--- config.mk ---
export PLATFORM = sky130hd
export DESIGN_NAME = mcss_sequencer
export DESIGN_NICKNAME = d
export VERILOG_FILES = /design/src/design/mcss_pkg.sv /design/src/design/mcss_sequencer.sv
export SDC_FILE = /design/constraint.sdc
export NUM_CORES = 1
export LEC_CHECK = 0
export ABC_CLOCK_PERIOD_IN_PS = 5460
export BUFFER_PORTS_ARGS = -buffer_cell sky130_fd_sc_hd__buf_4
export CORE_MARGIN = 2
export CORE_UTILIZATION = 40
export DETAILED_ROUTE_END_ITERATION = 16
export GPL_ROUTABILITY_DRIVEN = 0
export PLACE_DENSITY = 0.68
export SLEW_MARGIN = 5
export SYNTH_ARGS = -nofsm -noshare
export SYNTH_HDL_FRONTEND = slang
export SYNTH_SLANG_ARGS = --single-unit
--- constraint.sdc ---
create_clock -name i_clk -period 5.46 [get_ports i_clk]
set_input_delay 0.819 -clock i_clk [delete_from_list [all_inputs] [get_ports i_clk]]
set_output_delay 0.819 -clock i_clk [all_outputs]
set_load 0.005 [all_outputs]
--- src/design/mcss_pkg.sv ---
// Shared types, constants and the microprogram of the Markov chain state sampler.
package mcss_pkg;

    // Table geometry and number formats
    localparam int MAX_STATES = 16;
    localparam int PROB_BITS  = 16;
    localparam int STATE_W    = $clog2(MAX_STATES);
    localparam int CNT_W      = $clog2(MAX_STATES + 1);
    localparam int ADDR_W     = 2 * STATE_W;
    localparam int ACC_W      = PROB_BITS + 1;
    localparam int CFG_W      = 5;
    localparam int OP_W       = 2;
    localparam int UPC_W      = 4;
    localparam int ROM_DEPTH  = 1 << UPC_W;

    // Saturation level of the running sum: 1.0
    localparam logic [ACC_W-1:0] PROB_ONE = ACC_W'(1) << PROB_BITS;

    typedef logic [STATE_W-1:0] t_state;
    typedef logic [CNT_W-1:0]   t_cnt;
    typedef logic [UPC_W-1:0]   t_upc;

    // Item opcodes; code 3 is unused and handled as a no-op
    typedef enum logic [OP_W-1:0] {
        OP_WRITE = 2'd0,
        OP_SET   = 2'd1,
        OP_STEP  = 2'd2
    } t_op;

    // Jump conditions of a microword
    typedef enum logic [2:0] {
        C_ALWAYS   = 3'd0,
        C_NO_INPUT = 3'd1,
        C_OP_WRITE = 3'd2,
        C_OP_SET   = 3'd3,
        C_NOT_STEP = 3'd4,
        C_NOT_DONE = 3'd5,
        C_OUT_BUSY = 3'd6
    } t_cond;

    // Datapath control, one bit per action
    typedef struct packed {
        logic accept;     // input channel open, latch fields on transfer
        logic wr_table;   // store latched probability
        logic set_state;  // force state if in range
        logic clr_walk;   // clear sum and column
        logic walk;       // add one entry, advance column, pick when done
        logic emit;       // load output register when free
    } t_ctrl;

    // Datapath status seen by the sequencer
    typedef struct packed {
        logic op_write;
        logic op_set;
        logic op_step;
        logic done;
        logic out_busy;
    } t_stat;

    typedef struct packed {
        t_cond cond;
        t_upc  target;
        t_ctrl ctrl;
    } t_uword;

    // Microprogram addresses
    localparam t_upc A_FETCH = 4'd0;
    localparam t_upc A_DEC_W = 4'd1;
    localparam t_upc A_DEC_S = 4'd2;
    localparam t_upc A_DEC_O = 4'd3;
    localparam t_upc A_START = 4'd4;
    localparam t_upc A_WALK  = 4'd5;
    localparam t_upc A_EMIT  = 4'd6;
    localparam t_upc A_RET   = 4'd7;
    localparam t_upc A_WRITE = 4'd8;
    localparam t_upc A_SET   = 4'd9;

    // Clamp register value to 1..MAX_STATES
    function automatic t_cnt clamp_states(input logic [CFG_W-1:0] v);
        t_cnt r;
        if (v == '0) begin
            r = CNT_W'(1);
        end else if (CNT_W'(v) > CNT_W'(MAX_STATES)) begin
            r = CNT_W'(MAX_STATES);
        end else begin
            r = CNT_W'(v);
        end
        return r;
    endfunction

    // Control store: a jump is taken when cond holds, else upc+1
    function automatic t_uword ucode(input t_upc a);
        t_uword w;
        w        = '0;
        w.cond   = C_ALWAYS;
        w.target = A_FETCH;
        case (a)
            A_FETCH: begin
                w.cond        = C_NO_INPUT;
                w.target      = A_FETCH;
                w.ctrl.accept = 1'b1;
            end
            A_DEC_W: begin
                w.cond   = C_OP_WRITE;
                w.target = A_WRITE;
            end
            A_DEC_S: begin
                w.cond   = C_OP_SET;
                w.target = A_SET;
            end
            A_DEC_O: begin
                w.cond   = C_NOT_STEP;
                w.target = A_EMIT;
            end
            A_START: begin
                w.cond          = C_ALWAYS;
                w.target        = A_WALK;
                w.ctrl.clr_walk = 1'b1;
            end
            A_WALK: begin
                w.cond      = C_NOT_DONE;
                w.target    = A_WALK;
                w.ctrl.walk = 1'b1;
            end
            A_EMIT: begin
                w.cond      = C_OUT_BUSY;
                w.target    = A_EMIT;
                w.ctrl.emit = 1'b1;
            end
            A_RET: begin
                w.cond   = C_ALWAYS;
                w.target = A_FETCH;
            end
            A_WRITE: begin
                w.cond          = C_ALWAYS;
                w.target        = A_EMIT;
                w.ctrl.wr_table = 1'b1;
            end
            A_SET: begin
                w.cond           = C_ALWAYS;
                w.target         = A_EMIT;
                w.ctrl.set_state = 1'b1;
            end
            default: begin
                w.cond   = C_ALWAYS;
                w.target = A_FETCH;
            end
        endcase
        return w;
    endfunction

endpackage

--- src/design/mcss_sequencer.sv ---
// Microprogram sequencer: step counter, control store lookup and conditional jumps.
module mcss_sequencer (
    input  logic           i_clk,
    input  logic           i_rst_n,
    input  logic           i_in_valid,
    input  mcss_pkg::t_stat i_stat,
    output mcss_pkg::t_ctrl o_ctrl
);

    mcss_pkg::t_upc   r_upc;
    mcss_pkg::t_upc   n_upc;
    mcss_pkg::t_uword uw;
    logic             take;

    // Control word of the current step
    always_comb begin
        uw     = mcss_pkg::ucode(r_upc);
        o_ctrl = uw.ctrl;
    end

    // Jump condition
    always_comb begin
        case (uw.cond)
            mcss_pkg::C_ALWAYS:   take = 1'b1;
            mcss_pkg::C_NO_INPUT: take = !i_in_valid;
            mcss_pkg::C_OP_WRITE: take = i_stat.op_write;
            mcss_pkg::C_OP_SET:   take = i_stat.op_set;
            mcss_pkg::C_NOT_STEP: take = !i_stat.op_step;
            mcss_pkg::C_NOT_DONE: take = !i_stat.done;
            mcss_pkg::C_OUT_BUSY: take = i_stat.out_busy;
            default:              take = 1'b1;
        endcase
    end

    // Next step
    always_comb begin
        n_upc = take ? uw.target : r_upc + mcss_pkg::t_upc'(1);
    end

    always_ff @(posedge i_clk) begin
        if (!i_rst_n) begin
            r_upc <= mcss_pkg::A_FETCH;
        end else begin
            r_upc <= n_upc;
        end
    end

`ifndef SYNTHESIS
    // a transfer always enters decode next
    a_fetch_to_decode: assert property (@(posedge i_clk) disable iff (!i_rst_n)
        (r_upc == mcss_pkg::A_FETCH && i_in_valid) |=> (r_upc == mcss_pkg::A_DEC_W))
        else $error("sequencer skipped decode after input transfer");
`endif

endmodule

==> results.toml <==
[routing]
drt-met1-wl_um = 629
top_layer = "met4"
num_vias = 534
dr.first_iter.drc_count = 15
wl_met2_um = 557
ant_nets = 0
wl_met3_um = 40
drc = 0
wl_per_cell_um = 12.5
firstDrtPassIters = 4
drt-total-wl_um = 1240
via_per_inst = 5.39

[pwr]
leakagePower_nw = 0.292
p_per_area_mw_per_mm2 = 599
power.total_uw = 417
peakVddDrop_uv = 309

[min_path]
worstHoldStart = "r_upc[0]"
whs_endpoint = "r_upc[3]"
worstHoldPathCells = 4
hold_path_class = "flip-flop to flip-flop"

[worst_setup_path]
cp_top_family = "flip-flops"
criticalPathCategory = "flip-flop to primary output"
critPathMaxFanout = 19
crit_chain = "nor2b_1 -> and2_2 -> buf_4"
crit_slowest_cell = "dfxtp_1"
crit_buf_inv = 1
start_kind = "flip-flop"
cpPeakStageDelay_ps = 780
required_ps = 4640
r2r-end = "r_upc[2]"
end_kind = "primary output"
r2r_slack_ps = 3370
cp_data_arrival_time_ps = 1580
r2r_cells = 7
rr_startpoint = "r_upc[0]"

[finish]
antenna-diode-count = 0
drive_gt1_frac = 0.298
area_growth_pct = 18.3
top_register = "r_upc"
fin_util = 0.522
fin_cells = 99
final_nets = 98
layout_commonest_cell = "buf_4"
layout_common_cells = "buf_4 (13), inv_1 (7), nor2_1 (6)"
top_regs = "r_upc: 4 flops"
largest_reg_flops = 4

[logic_synthesis]
netlist.top_cell.by_area = "dfxtp_1"
seq_area_frac_synth = 0.136
synthFlopType = "dfxtp_1"
synthTopCellsByArea = "dfxtp_1 (14%), ha_1 (8.5%), mux2i_1 (6.8%)"
ys_async_sr_fraction = 0
syn_area_um2 = 588
synth_cell_types = 34
synthDominantCellAreaShare = 0.136
ys_seq_elements = 4
syn_avg_cell_area_um2 = 8.06
synth_edf_count = 0
syn_nets = 85
syn_inst = 73
ys_warn_count = 0

[cts]
cts_buffers = 3
clock_tree.root_cell = "clkbuf_4"
cts_hold_buffers = 0
cts_tree = "yes"
htree_levels = 1
cts_setup_buffers = 0
clk_latency_ps = 230
cts.clk_slew.worst_paths_ps = 30
clockBufferDepth = 2
post_cts_resized = 0
numClockSinks = 4

[timing]
hold_viol_final = 0
setup_viol = 0
rsz0062_at_grt = "false"
finClkSkew_ps = 1.01
final.setup.tns_ps = 0
post-route-period-util = 0.439
worst_pin_slew_ps = 737
slew_viol_final = 0
fin_hold_ws_ps = 642
maxSlewHeadroom = 0.508
max_freq_mhz = 418
final.min_clock_period_ps = 2390

[die]
die_h_um = 42.3
core_area_mm2 = 0.00133
fp-row-count = 13
initial_core_util = 0.441
fp.dieW_um = 42.3
die_area_mm2 = 0.00179
io_pins = 14

[placed_design]
io_buffer_count = 13
hpwl_um = 930
placed_cells = 96

[grt]
grt_max_degree = 20
antenna_found_initial = 0
grt_pass1_wl_um = 1970
grt_usage = 0.140
grt_pass1_vias = 468
overflow = 0

[run]
maxCapViolations = 0

[run_status]
status = "finished, final reports clean"
cells by family (layout without fill, tap and decap cells):
| kind of cell | Yosys count | after routing | share of synthesized area |
|---|---|---|---|
| buffers and inverters | 12 | 23 | 0.0979 |
| multiplexers | 4 | 4 | 0.0681 |
| XOR/XNOR | 2 | 2 | 0.0298 |
| flip-flops | 4 | 4 | 0.136 |
| adder cells (fa/ha/maj) | 4 | 4 | 0.0851 |
| AND/OR/NAND/NOR | 27 | 27 | 0.251 |
| AO/OA/AOI/OAI | 20 | 20 | 0.332 |
worst register-to-register path: stages, from the launching register on:
cell,delay (ps)
dfxtp_1,360
inv_1,90
ha_1,330
or2_4,310
a211oi_2,210
a221oi_2,60
o2111a_2,350
a2111oi_4,280
where the power goes:
group | switching (mW) | internal, mW
logic | 0.155 | 0.155
registers | 0.0307 | 0.0418
clock network | 0.0101 | 0.0244
cell usage after synthesis (2+ instances only):
| cell type | number |
|---|---|
| nor2_1 | 6 |
| clkbuf_1 | 2 |
| dfxtp_1 | 4 |
| xnor2_1 | 2 |
| nand2_1 | 4 |
| nor3b_1 | 2 |
| ha_1 | 4 |
| nor2b_1 | 3 |
| nand2b_1 | 2 |
| mux2i_1 | 4 |
| nand3_1 | 2 |
| and2_1 | 3 |
| o21a_1 | 2 |
| nor3_1 | 2 |
| inv_1 | 7 |
| o21ai_0 | 3 |
| a21oi_1 | 4 |
per-stage QoR:
step	area (um2)	worst slack (ps)
global route	696	2940
global placement	673	3310
CTS	696	3050
floorplan	588	3520
detailed placement	673	3300
finish	696	3070
per-layer routing:
| layer | global-route usage | vias to the layer above |
|---|---|---|
| met5 | 0 | - |
| met4 | 0.0750 | 0 |
| met3 | 0.0129 | 2 |
| met2 | 0.212 | 11 |
| met1 | 0.191 | 241 |
| li1 | - | 280 |
worst max-delay path by stage:
stage                   from        end  slack, ps  cells after the start
floorplan           r_upc[0]   r_upc[2]       3520                      8
global placement    r_upc[2]  o_ctrl[0]       3310                      3
detailed placement  r_upc[2]  o_ctrl[0]       3300                      3
CTS                 r_upc[2]  o_ctrl[0]       3050                      3
global route        r_upc[2]  o_ctrl[0]       2940                      3
finish              r_upc[2]  o_ctrl[0]       3070                      3
cell type report:
| class | instances | area [um2] |
|---|---|---|
| tap | 15 | 18.8 |
| timing repair buffer | 13 | 97.6 |
| inverter | 7 | 26.3 |
| multi-input combinational | 57 | 450 |
| sequential | 4 | 80.1 |
| clock buffer | 3 | 22.5 |
| fill | 142 | 638 |
Power figures use the tool's default switching activity.
