`src/design/mcss_pkg.sv`:
```
// Shared types, constants and the microprogram of the Markov chain state sampler.
package mcss_pkg;

    // Table geometry and number formats
    localparam int MAX_STATES = 16;
    localparam int PROB_BITS  = 16;
    localparam int STATE_W    = $clog2(MAX_STATES);
    localparam int CNT_W      = $clog2(MAX_STATES + 1);
    localparam int ADDR_W     = 2 * STATE_W;
    localparam int ACC_W      = PROB_BITS + 1;
    localparam int CFG_W      = 5;
    localparam int OP_W       = 2;
    localparam int UPC_W      = 4;
    localparam int ROM_DEPTH  = 1 << UPC_W;

    // Saturation level of the running sum: 1.0
    localparam logic [ACC_W-1:0] PROB_ONE = ACC_W'(1) << PROB_BITS;

    typedef logic [STATE_W-1:0] t_state;
    typedef logic [CNT_W-1:0]   t_cnt;
    typedef logic [UPC_W-1:0]   t_upc;

    // Item opcodes; code 3 is unused and handled as a no-op
    typedef enum logic [OP_W-1:0] {
        OP_WRITE = 2'd0,
        OP_SET   = 2'd1,
        OP_STEP  = 2'd2
    } t_op;

    // Jump conditions of a microword
    typedef enum logic [2:0] {
        C_ALWAYS   = 3'd0,
        C_NO_INPUT = 3'd1,
        C_OP_WRITE = 3'd2,
        C_OP_SET   = 3'd3,
        C_NOT_STEP = 3'd4,
        C_NOT_DONE = 3'd5,
        C_OUT_BUSY = 3'd6
    } t_cond;

    // Datapath control, one bit per action
    typedef struct packed {
        logic accept;     // input channel open, latch fields on transfer
        logic wr_table;   // store latched probability
        logic set_state;  // force state if in range
        logic clr_walk;   // clear sum and column
        logic walk;       // add one entry, advance column, pick when done
        logic emit;       // load output register when free
    } t_ctrl;

    // Datapath status seen by the sequencer
    typedef struct packed {
        logic op_write;
        logic op_set;
        logic op_step;
        logic done;
        logic out_busy;
    } t_stat;

    typedef struct packed {
        t_cond cond;
        t_upc  target;
        t_ctrl ctrl;
    } t_uword;

    // Microprogram addresses
    localparam t_upc A_FETCH = 4'd0;
    localparam t_upc A_DEC_W = 4'd1;
    localparam t_upc A_DEC_S = 4'd2;
    localparam t_upc A_DEC_O = 4'd3;
    localparam t_upc A_START = 4'd4;
    localparam t_upc A_WALK  = 4'd5;
    localparam t_upc A_EMIT  = 4'd6;
    localparam t_upc A_RET   = 4'd7;
    localparam t_upc A_WRITE = 4'd8;
    localparam t_upc A_SET   = 4'd9;

    // Clamp register value to 1..MAX_STATES
    function automatic t_cnt clamp_states(input logic [CFG_W-1:0] v);
        t_cnt r;
        if (v == '0) begin
            r = CNT_W'(1);
        end else if (CNT_W'(v) > CNT_W'(MAX_STATES)) begin
            r = CNT_W'(MAX_STATES);
        end else begin
            r = CNT_W'(v);
        end
        return r;
    endfunction

    // Control store: a jump is taken when cond holds, else upc+1
    function automatic t_uword ucode(input t_upc a);
        t_uword w;
        w        = '0;
        w.cond   = C_ALWAYS;
        w.target = A_FETCH;
        case (a)
            A_FETCH: begin
                w.cond        = C_NO_INPUT;
                w.target      = A_FETCH;
                w.ctrl.accept = 1'b1;
            end
            A_DEC_W: begin
                w.cond   = C_OP_WRITE;
                w.target = A_WRITE;
            end
            A_DEC_S: begin
                w.cond   = C_OP_SET;
                w.target = A_SET;
            end
            A_DEC_O: begin
                w.cond   = C_NOT_STEP;
                w.target = A_EMIT;
            end
            A_START: begin
                w.cond          = C_ALWAYS;
                w.target        = A_WALK;
                w.ctrl.clr_walk = 1'b1;
            end
            A_WALK: begin
                w.cond      = C_NOT_DONE;
                w.target    = A_WALK;
                w.ctrl.walk = 1'b1;
            end
            A_EMIT: begin
                w.cond      = C_OUT_BUSY;
                w.target    = A_EMIT;
                w.ctrl.emit = 1'b1;
            end
            A_RET: begin
                w.cond   = C_ALWAYS;
                w.target = A_FETCH;
            end
            A_WRITE: begin
                w.cond          = C_ALWAYS;
                w.target        = A_EMIT;
                w.ctrl.wr_table = 1'b1;
            end
            A_SET: begin
                w.cond           = C_ALWAYS;
                w.target         = A_EMIT;
                w.ctrl.set_state = 1'b1;
            end
            default: begin
                w.cond   = C_ALWAYS;
                w.target = A_FETCH;
            end
        endcase
        return w;
    endfunction

endpackage

```
`src/design/mcss_datapath.sv`:
```
// Datapath: input latch, transition table memory, running sum, chain state and output register.
module mcss_datapath (
    input  logic                              i_clk,
    input  logic                              i_rst_n,
    input  mcss_pkg::t_ctrl                   i_ctrl,
    output mcss_pkg::t_stat                   o_stat,
    input  logic                              i_in_valid,
    input  logic [mcss_pkg::OP_W-1:0]         i_op,
    input  logic [mcss_pkg::STATE_W-1:0]      i_from_state,
    input  logic [mcss_pkg::STATE_W-1:0]      i_to_state,
    input  logic [mcss_pkg::PROB_BITS-1:0]    i_probability,
    input  logic [mcss_pkg::PROB_BITS-1:0]    i_random_value,
    input  logic                              i_cfg_valid,
    input  logic [mcss_pkg::CFG_W-1:0]        i_cfg_data,
    output logic                              o_out_valid,
    input  logic                              i_out_stall,
    output logic [mcss_pkg::STATE_W-1:0]      o_current_state
);

    // Latched item
    logic [mcss_pkg::OP_W-1:0]      r_op;
    mcss_pkg::t_state               r_from;
    mcss_pkg::t_state               r_to;
    logic [mcss_pkg::PROB_BITS-1:0] r_prob;
    logic [mcss_pkg::PROB_BITS-1:0] r_rv;

    // Table memory
    logic [mcss_pkg::PROB_BITS-1:0] r_table [mcss_pkg::MAX_STATES * mcss_pkg::MAX_STATES];
    logic [mcss_pkg::PROB_BITS-1:0] r_rdata;
    logic [mcss_pkg::ADDR_W-1:0]    rd_addr;

    // Walk and chain state
    mcss_pkg::t_cnt             r_n;
    mcss_pkg::t_state           r_state;
    mcss_pkg::t_state           n_state;
    mcss_pkg::t_state           r_col;
    mcss_pkg::t_state           n_col;
    logic [mcss_pkg::ACC_W-1:0] r_acc;
    logic [mcss_pkg::ACC_W-1:0] n_acc;
    logic [mcss_pkg::ACC_W:0]   sum_raw;
    logic [mcss_pkg::ACC_W-1:0] sum_sat;
    mcss_pkg::t_cnt             last_n;
    logic                       hit;
    logic                       last;

    logic                       r_out_valid;
    mcss_pkg::t_state           r_out_state;
    logic                       out_free;

    // Input latch on transfer
    always_ff @(posedge i_clk) begin
        if (i_ctrl.accept && i_in_valid) begin
            r_op   <= i_op;
            r_from <= i_from_state;
            r_to   <= i_to_state;
            r_prob <= i_probability;
            r_rv   <= i_random_value;
        end
    end

    // States in use, stored already clamped
    always_ff @(posedge i_clk) begin
        if (!i_rst_n) begin
            r_n <= mcss_pkg::CNT_W'(mcss_pkg::MAX_STATES);
        end else if (i_cfg_valid) begin
            r_n <= mcss_pkg::clamp_states(i_cfg_data);
        end
    end

    // Column counter; memory reads the entry of the next column
    always_comb begin
        if (i_ctrl.clr_walk) begin
            n_col = '0;
        end else if (i_ctrl.walk) begin
            n_col = r_col + mcss_pkg::t_state'(1);
        end else begin
            n_col = r_col;
        end
        rd_addr = {r_state, n_col};
    end

    always_ff @(posedge i_clk) begin
        if (i_ctrl.wr_table) begin
            r_table[{r_from, r_to}] <= r_prob;
        end
        r_rdata <= r_table[rd_addr];
    end

    // Saturating running sum and first-exceeding test
    always_comb begin
        sum_raw = {1'b0, r_acc} + (mcss_pkg::ACC_W + 1)'(r_rdata);
        if (sum_raw > (mcss_pkg::ACC_W + 1)'(mcss_pkg::PROB_ONE)) begin
            sum_sat = mcss_pkg::PROB_ONE;
        end else begin
            sum_sat = sum_raw[mcss_pkg::ACC_W-1:0];
        end
        hit    = sum_sat > mcss_pkg::ACC_W'(r_rv);
        last_n = r_n - mcss_pkg::t_cnt'(1);
        last   = mcss_pkg::t_cnt'(r_col) == last_n;
    end

    // Sum and chain state updates
    always_comb begin
        n_acc   = r_acc;
        n_state = r_state;
        if (i_ctrl.clr_walk) begin
            n_acc = '0;
        end else if (i_ctrl.walk) begin
            n_acc = sum_sat;
            if (hit) begin
                n_state = r_col;
            end else if (last) begin
                n_state = last_n[mcss_pkg::STATE_W-1:0];
            end
        end
        if (i_ctrl.set_state && (mcss_pkg::t_cnt'(r_from) < r_n)) begin
            n_state = r_from;
        end
    end

    always_ff @(posedge i_clk) begin
        r_acc <= n_acc;
        r_col <= n_col;
    end

    always_ff @(posedge i_clk) begin
        if (!i_rst_n) begin
            r_state <= '0;
        end else begin
            r_state <= n_state;
        end
    end

    // Output register
    assign out_free = !r_out_valid || !i_out_stall;

    always_ff @(posedge i_clk) begin
        if (!i_rst_n) begin
            r_out_valid <= 1'b0;
        end else if (i_ctrl.emit && out_free) begin
            r_out_valid <= 1'b1;
        end else if (!i_out_stall) begin
            r_out_valid <= 1'b0;
        end
    end

    always_ff @(posedge i_clk) begin
        if (i_ctrl.emit && out_free) begin
            r_out_state <= r_state;
        end
    end

    assign o_out_valid     = r_out_valid;
    assign o_current_state = r_out_state;

    // Status to sequencer
    always_comb begin
        o_stat.op_write = r_op == mcss_pkg::OP_WRITE;
        o_stat.op_set   = r_op == mcss_pkg::OP_SET;
        o_stat.op_step  = r_op == mcss_pkg::OP_STEP;
        o_stat.done     = hit || last;
        o_stat.out_busy = !out_free;
    end

`ifndef SYNTHESIS
    a_n_range: assert property (@(posedge i_clk) disable iff (!i_rst_n)
        (r_n != '0) && (r_n <= mcss_pkg::CNT_W'(mcss_pkg::MAX_STATES)))
        else $error("states in use out of range");

    a_col_in_row: assert property (@(posedge i_clk) disable iff (!i_rst_n)
        i_ctrl.walk |-> (mcss_pkg::t_cnt'(r_col) < r_n))
        else $error("walk ran past last column in use");

    a_pick_in_range: assert property (@(posedge i_clk) disable iff (!i_rst_n)
        (i_ctrl.walk && o_stat.done) |=> (mcss_pkg::t_cnt'(r_state) < r_n))
        else $error("picked state not in use");

    a_emit_loads: assert property (@(posedge i_clk) disable iff (!i_rst_n)
        (i_ctrl.emit && out_free) |=> r_out_valid)
        else $error("emitted result not presented");
`endif

endmodule

```
`config.mk`:
```
export PLATFORM = sky130hd
export DESIGN_NAME = mcss_datapath
export DESIGN_NICKNAME = d
export VERILOG_FILES = /design/src/design/mcss_pkg.sv /design/src/design/mcss_datapath.sv
export SDC_FILE = /design/constraint.sdc
export NUM_CORES = 2
export LEC_CHECK = 0
export BUFFER_PORTS_ARGS = -buffer_cell sky130_fd_sc_hd__buf_2
export CAP_MARGIN = 20
export CORE_AREA = 5 5 505 606
export DETAILED_ROUTE_END_ITERATION = 6
export DIE_AREA = 0 0 510 611
export PLACE_DENSITY_LB_ADDON = 0.15
export SYNTH_ARGS = -nofsm -noshare
export SYNTH_HDL_FRONTEND = slang
export SYNTH_SLANG_ARGS = --single-unit
export TNS_END_PERCENT = 30
```
`constraint.sdc`:
```
create_clock -name i_clk -period 5.65 [get_ports i_clk]
set_clock_uncertainty 0.15 [all_clocks]
set_input_delay 0 -clock i_clk [delete_from_list [all_inputs] [get_ports i_clk]]
set_output_delay 0 -clock i_clk [all_outputs]
set_load 0.005 [all_outputs]
```
==> results.txt <==
initial antenna violation count: 37
Critical Path Start Type: flop
Setup CP Type: reg2out
Post-Syn Nets: 12,116
Buf+Inv Stages, Crit Path: 5
Yosys warning count: 0
Num CTS Buffers: 406
WL per Instance: 29.9 um
# DRC: 0
CTS Buffer Depth: 4
Die Wd: 510 um
row count: 220
Max FO, Critical Path: 6
final count of negative-setup-slack endpoints: 0
Worst setup EP type: primary output
DR pass1 iterations: 7
global-route wire length before repair: 716,000 um
HP Class: in2reg
pin count of the biggest net entering global routing: 241
Worst Max-Slew Pin Slew: 1.41 ns
most frequent cells in the layout: edfxtp_1 (4,142), o21ai_0 (1,101), nand3_1 (1,081)
Max-Slew Margin vs Limit: 5.98%
vias per cell: 6.64
Fin Hold WS: 0.162 ns
CP peak stage delay: 0.34 ns
Max Clock Freq: 0.182 GHz
CTS sink count: 4,189
peak supply drop: 0.000272 V
synthesis-to-layout area growth: 12.8%
register area share after synthesis: 73.8%
GRT overflow: 0
ys flop type: edfxtp_1
Design Power: 69.3 mW
Vias: 110,138
final hold vios: 0
Post-DP Area: 177,000 um2
Post-Syn Area: 170,000 um2
drt total wl: 496,000 um
global-route usage over all layers: 31.0%
Die Span Y: 611 um
most common cell after layout, fill and taps aside: edfxtp_1
status: completed
Cells after Synth: 12,020
Worst Path Arrival: 5.35 ns
Die Footprint: 312,000 um2
leakage power: 60.5 nW
CP top delay family: compound AO/OA/AOI/OAI gates
hpwl dp: 281,000 um
CP required: 5.50 ns
Unique masters post-synth: 65
DR iter-0 viols: 16,170
slowest cell on the critical path: nor4_2
GP Congestion: 0.895
vias in the first global route: 104,112
Routed Antenna Nets: 0
post-synthesis average cell area: 14.1 um2
PD cells: 361 nW/um2
layout cells sized above 1: 11.1%
crit path cell chain: ha_1 > nor2b_1 > o31a_1 > buf_4 > a211o_1 > a211oi_2 > o2111ai_2 > nor4_2 > a31oi_2 > buf_4 > nor2b_2 > ha_1 > nand3_1 > nor2_1 > a32o_1 > a31o_2 > o211a_1 > and2_4 > inv_2 > buf_6 > buf_2
Initial Util: 56.8%
Ports: 68
number of I/O port buffers: 67
Max-cap violations: 0
clk slew on worst S/H paths: 0.07 ns
Core ar.: 299,000 um2
EDFF count, synth: 4,142
Final nets: 12,331
CTS tree: built
number of synthesized register bits: 4,189
CTS root buf: clkbuf_16
fin crit share: 97.3%
worst skew pair latency: 0.93 ns
fin area: 192,000 um2
Final min period: 5.50 ns
FILL cells: 21,578
H-tree levels: 5
Post-synth ARST share: 0%
Max Slew Vio Count: 0
[layer usage]
metal / GRT usage, % / share of wire, %
met1: 43.1 / 38
met5: 0 / 0.034
met2: 48.6 / 47
met3: 5.56 / 9.9
met4: 13.6 / 4.8
[power breakdown]
group / internal (mW) / switching [mW]
clock: 15.3 / 11.5
sequential: 34.4 / 0.118
combinational: 2.34 / 5.53
total: 52.1 / 17.2
[worst min-delay path, cell delays in order]
cell and delay, ns:
dlygate4sd3_1 0.61, buf_2 0.33, mux2i_1 0.18, nor2_1 0.07
[cell type report]
| class | instances | area (um2) | share of cell area (%) |
|---|---|---|---|
| Clock inverter | 254 | 2540 | 1.33 |
| Sequential cell | 4189 | 125000 | 65.4 |
| Multi-Input combinational cell | 6748 | 40300 | 21.0 |
| Tap cell | 3996 | 5000 | 2.61 |
| Antenna cell | 45 | 113 | 0.0588 |
| Timing Repair Buffer | 847 | 7670 | 4.00 |
| Clock buffer | 477 | 10500 | 5.47 |
| Inverter | 43 | 178 | 0.0927 |
[cell families (layout without fill, tap and decap cells)]
family                     Yosys count  after routing  share of synthesized area (%)
adders and majority gates           38             38                          0.284
DFF                               4189           4189                           73.8
buffers and inverters             1083           1621                           2.62
muxes                              769            769                           4.53
AOI/OAI and AO/OA                 3009           3009                           10.5
and+or+nand+nor                   2914           2914                           8.20
other                                0             45                              0
xor gates and xnor gates            18             18                          0.115
[sequential cells by signal, summed over array words and instances (netlist names), 2 cells and up]
signal	count
o_current_state	4
r_acc	17
r_col	4
r_from	4
r_n	5
r_op	2
r_prob	16
r_rdata	16
r_rv	16
r_state	4
r_table	4096
r_to	4
[stage by stage]
| step | cells | utilization [%] | setup TNS [ns] | worst slack, ns |
|---|---|---|---|---|
| after global routing | 16584 | 64.1 | -0.0634 | -0.0634 |
| after CTS | 16543 | 64.0 | 0 | 0.0000409 |
| after global placement | 15692 | 59.2 | 0 | 0.399 |
| after floorplan | 12020 | - | 0 | 1.20 |
| final | 16599 | 64.1 | 0 | 0.153 |
| after detailed placement | 15696 | 59.3 | 0 | 0.363 |
[repair_timing]
action                     4_1_cts  5_1_grt
hold buffers                   112        0
hold endpoints to repair       192        0
setup endpoints to repair        1        1
setup buffers                    4        7
resized for setup                7       30
gates cloned                     0        1
pin swaps                        5       12
[path summary, 6_finish.rpt]
kind	startpoint	to	slack, ns	cells past startpoint
hold / removal	i_ctrl[1]	r_acc[16]	0.16	4
setup reg to reg	r_col[0]	r_rdata[3]	0.33	12
hold reg to reg	r_acc[14]	r_acc[14]	0.33	2
setup / recovery	r_acc[2]	o_stat[1]	0.15	21
[synthesized netlist by cell type, types with 9 or more instances]
master,number,share of area [%]
edfxtp_1,4142,73
o21ai_0,1103,3.3
nand3_1,1090,3.2
nand2_1,823,1.8
a211oi_1,770,3.4
mux2i_1,769,4.5
clkbuf_1,707,1.6
a21oi_1,663,2.0
nor4_1,482,1.8
o22ai_1,385,1.4
nor2_1,301,0.67
buf_2,238,0.70
nor3_1,121,0.36
buf_1,76,0.17
dfxtp_1,47,0.55
inv_1,40,0.088
ha_1,37,0.27
nor2b_1,22,0.081
or4_1,17,0.075
nand4_1,15,0.055
buf_4,12,0.053
a21o_1,11,0.049
and2_1,10,0.037
xnor2_1,10,0.052
nand2b_1,9,0.033
o31ai_1,9,0.040
or2_2,9,0.033
Power figures use the tool's default switching activity.
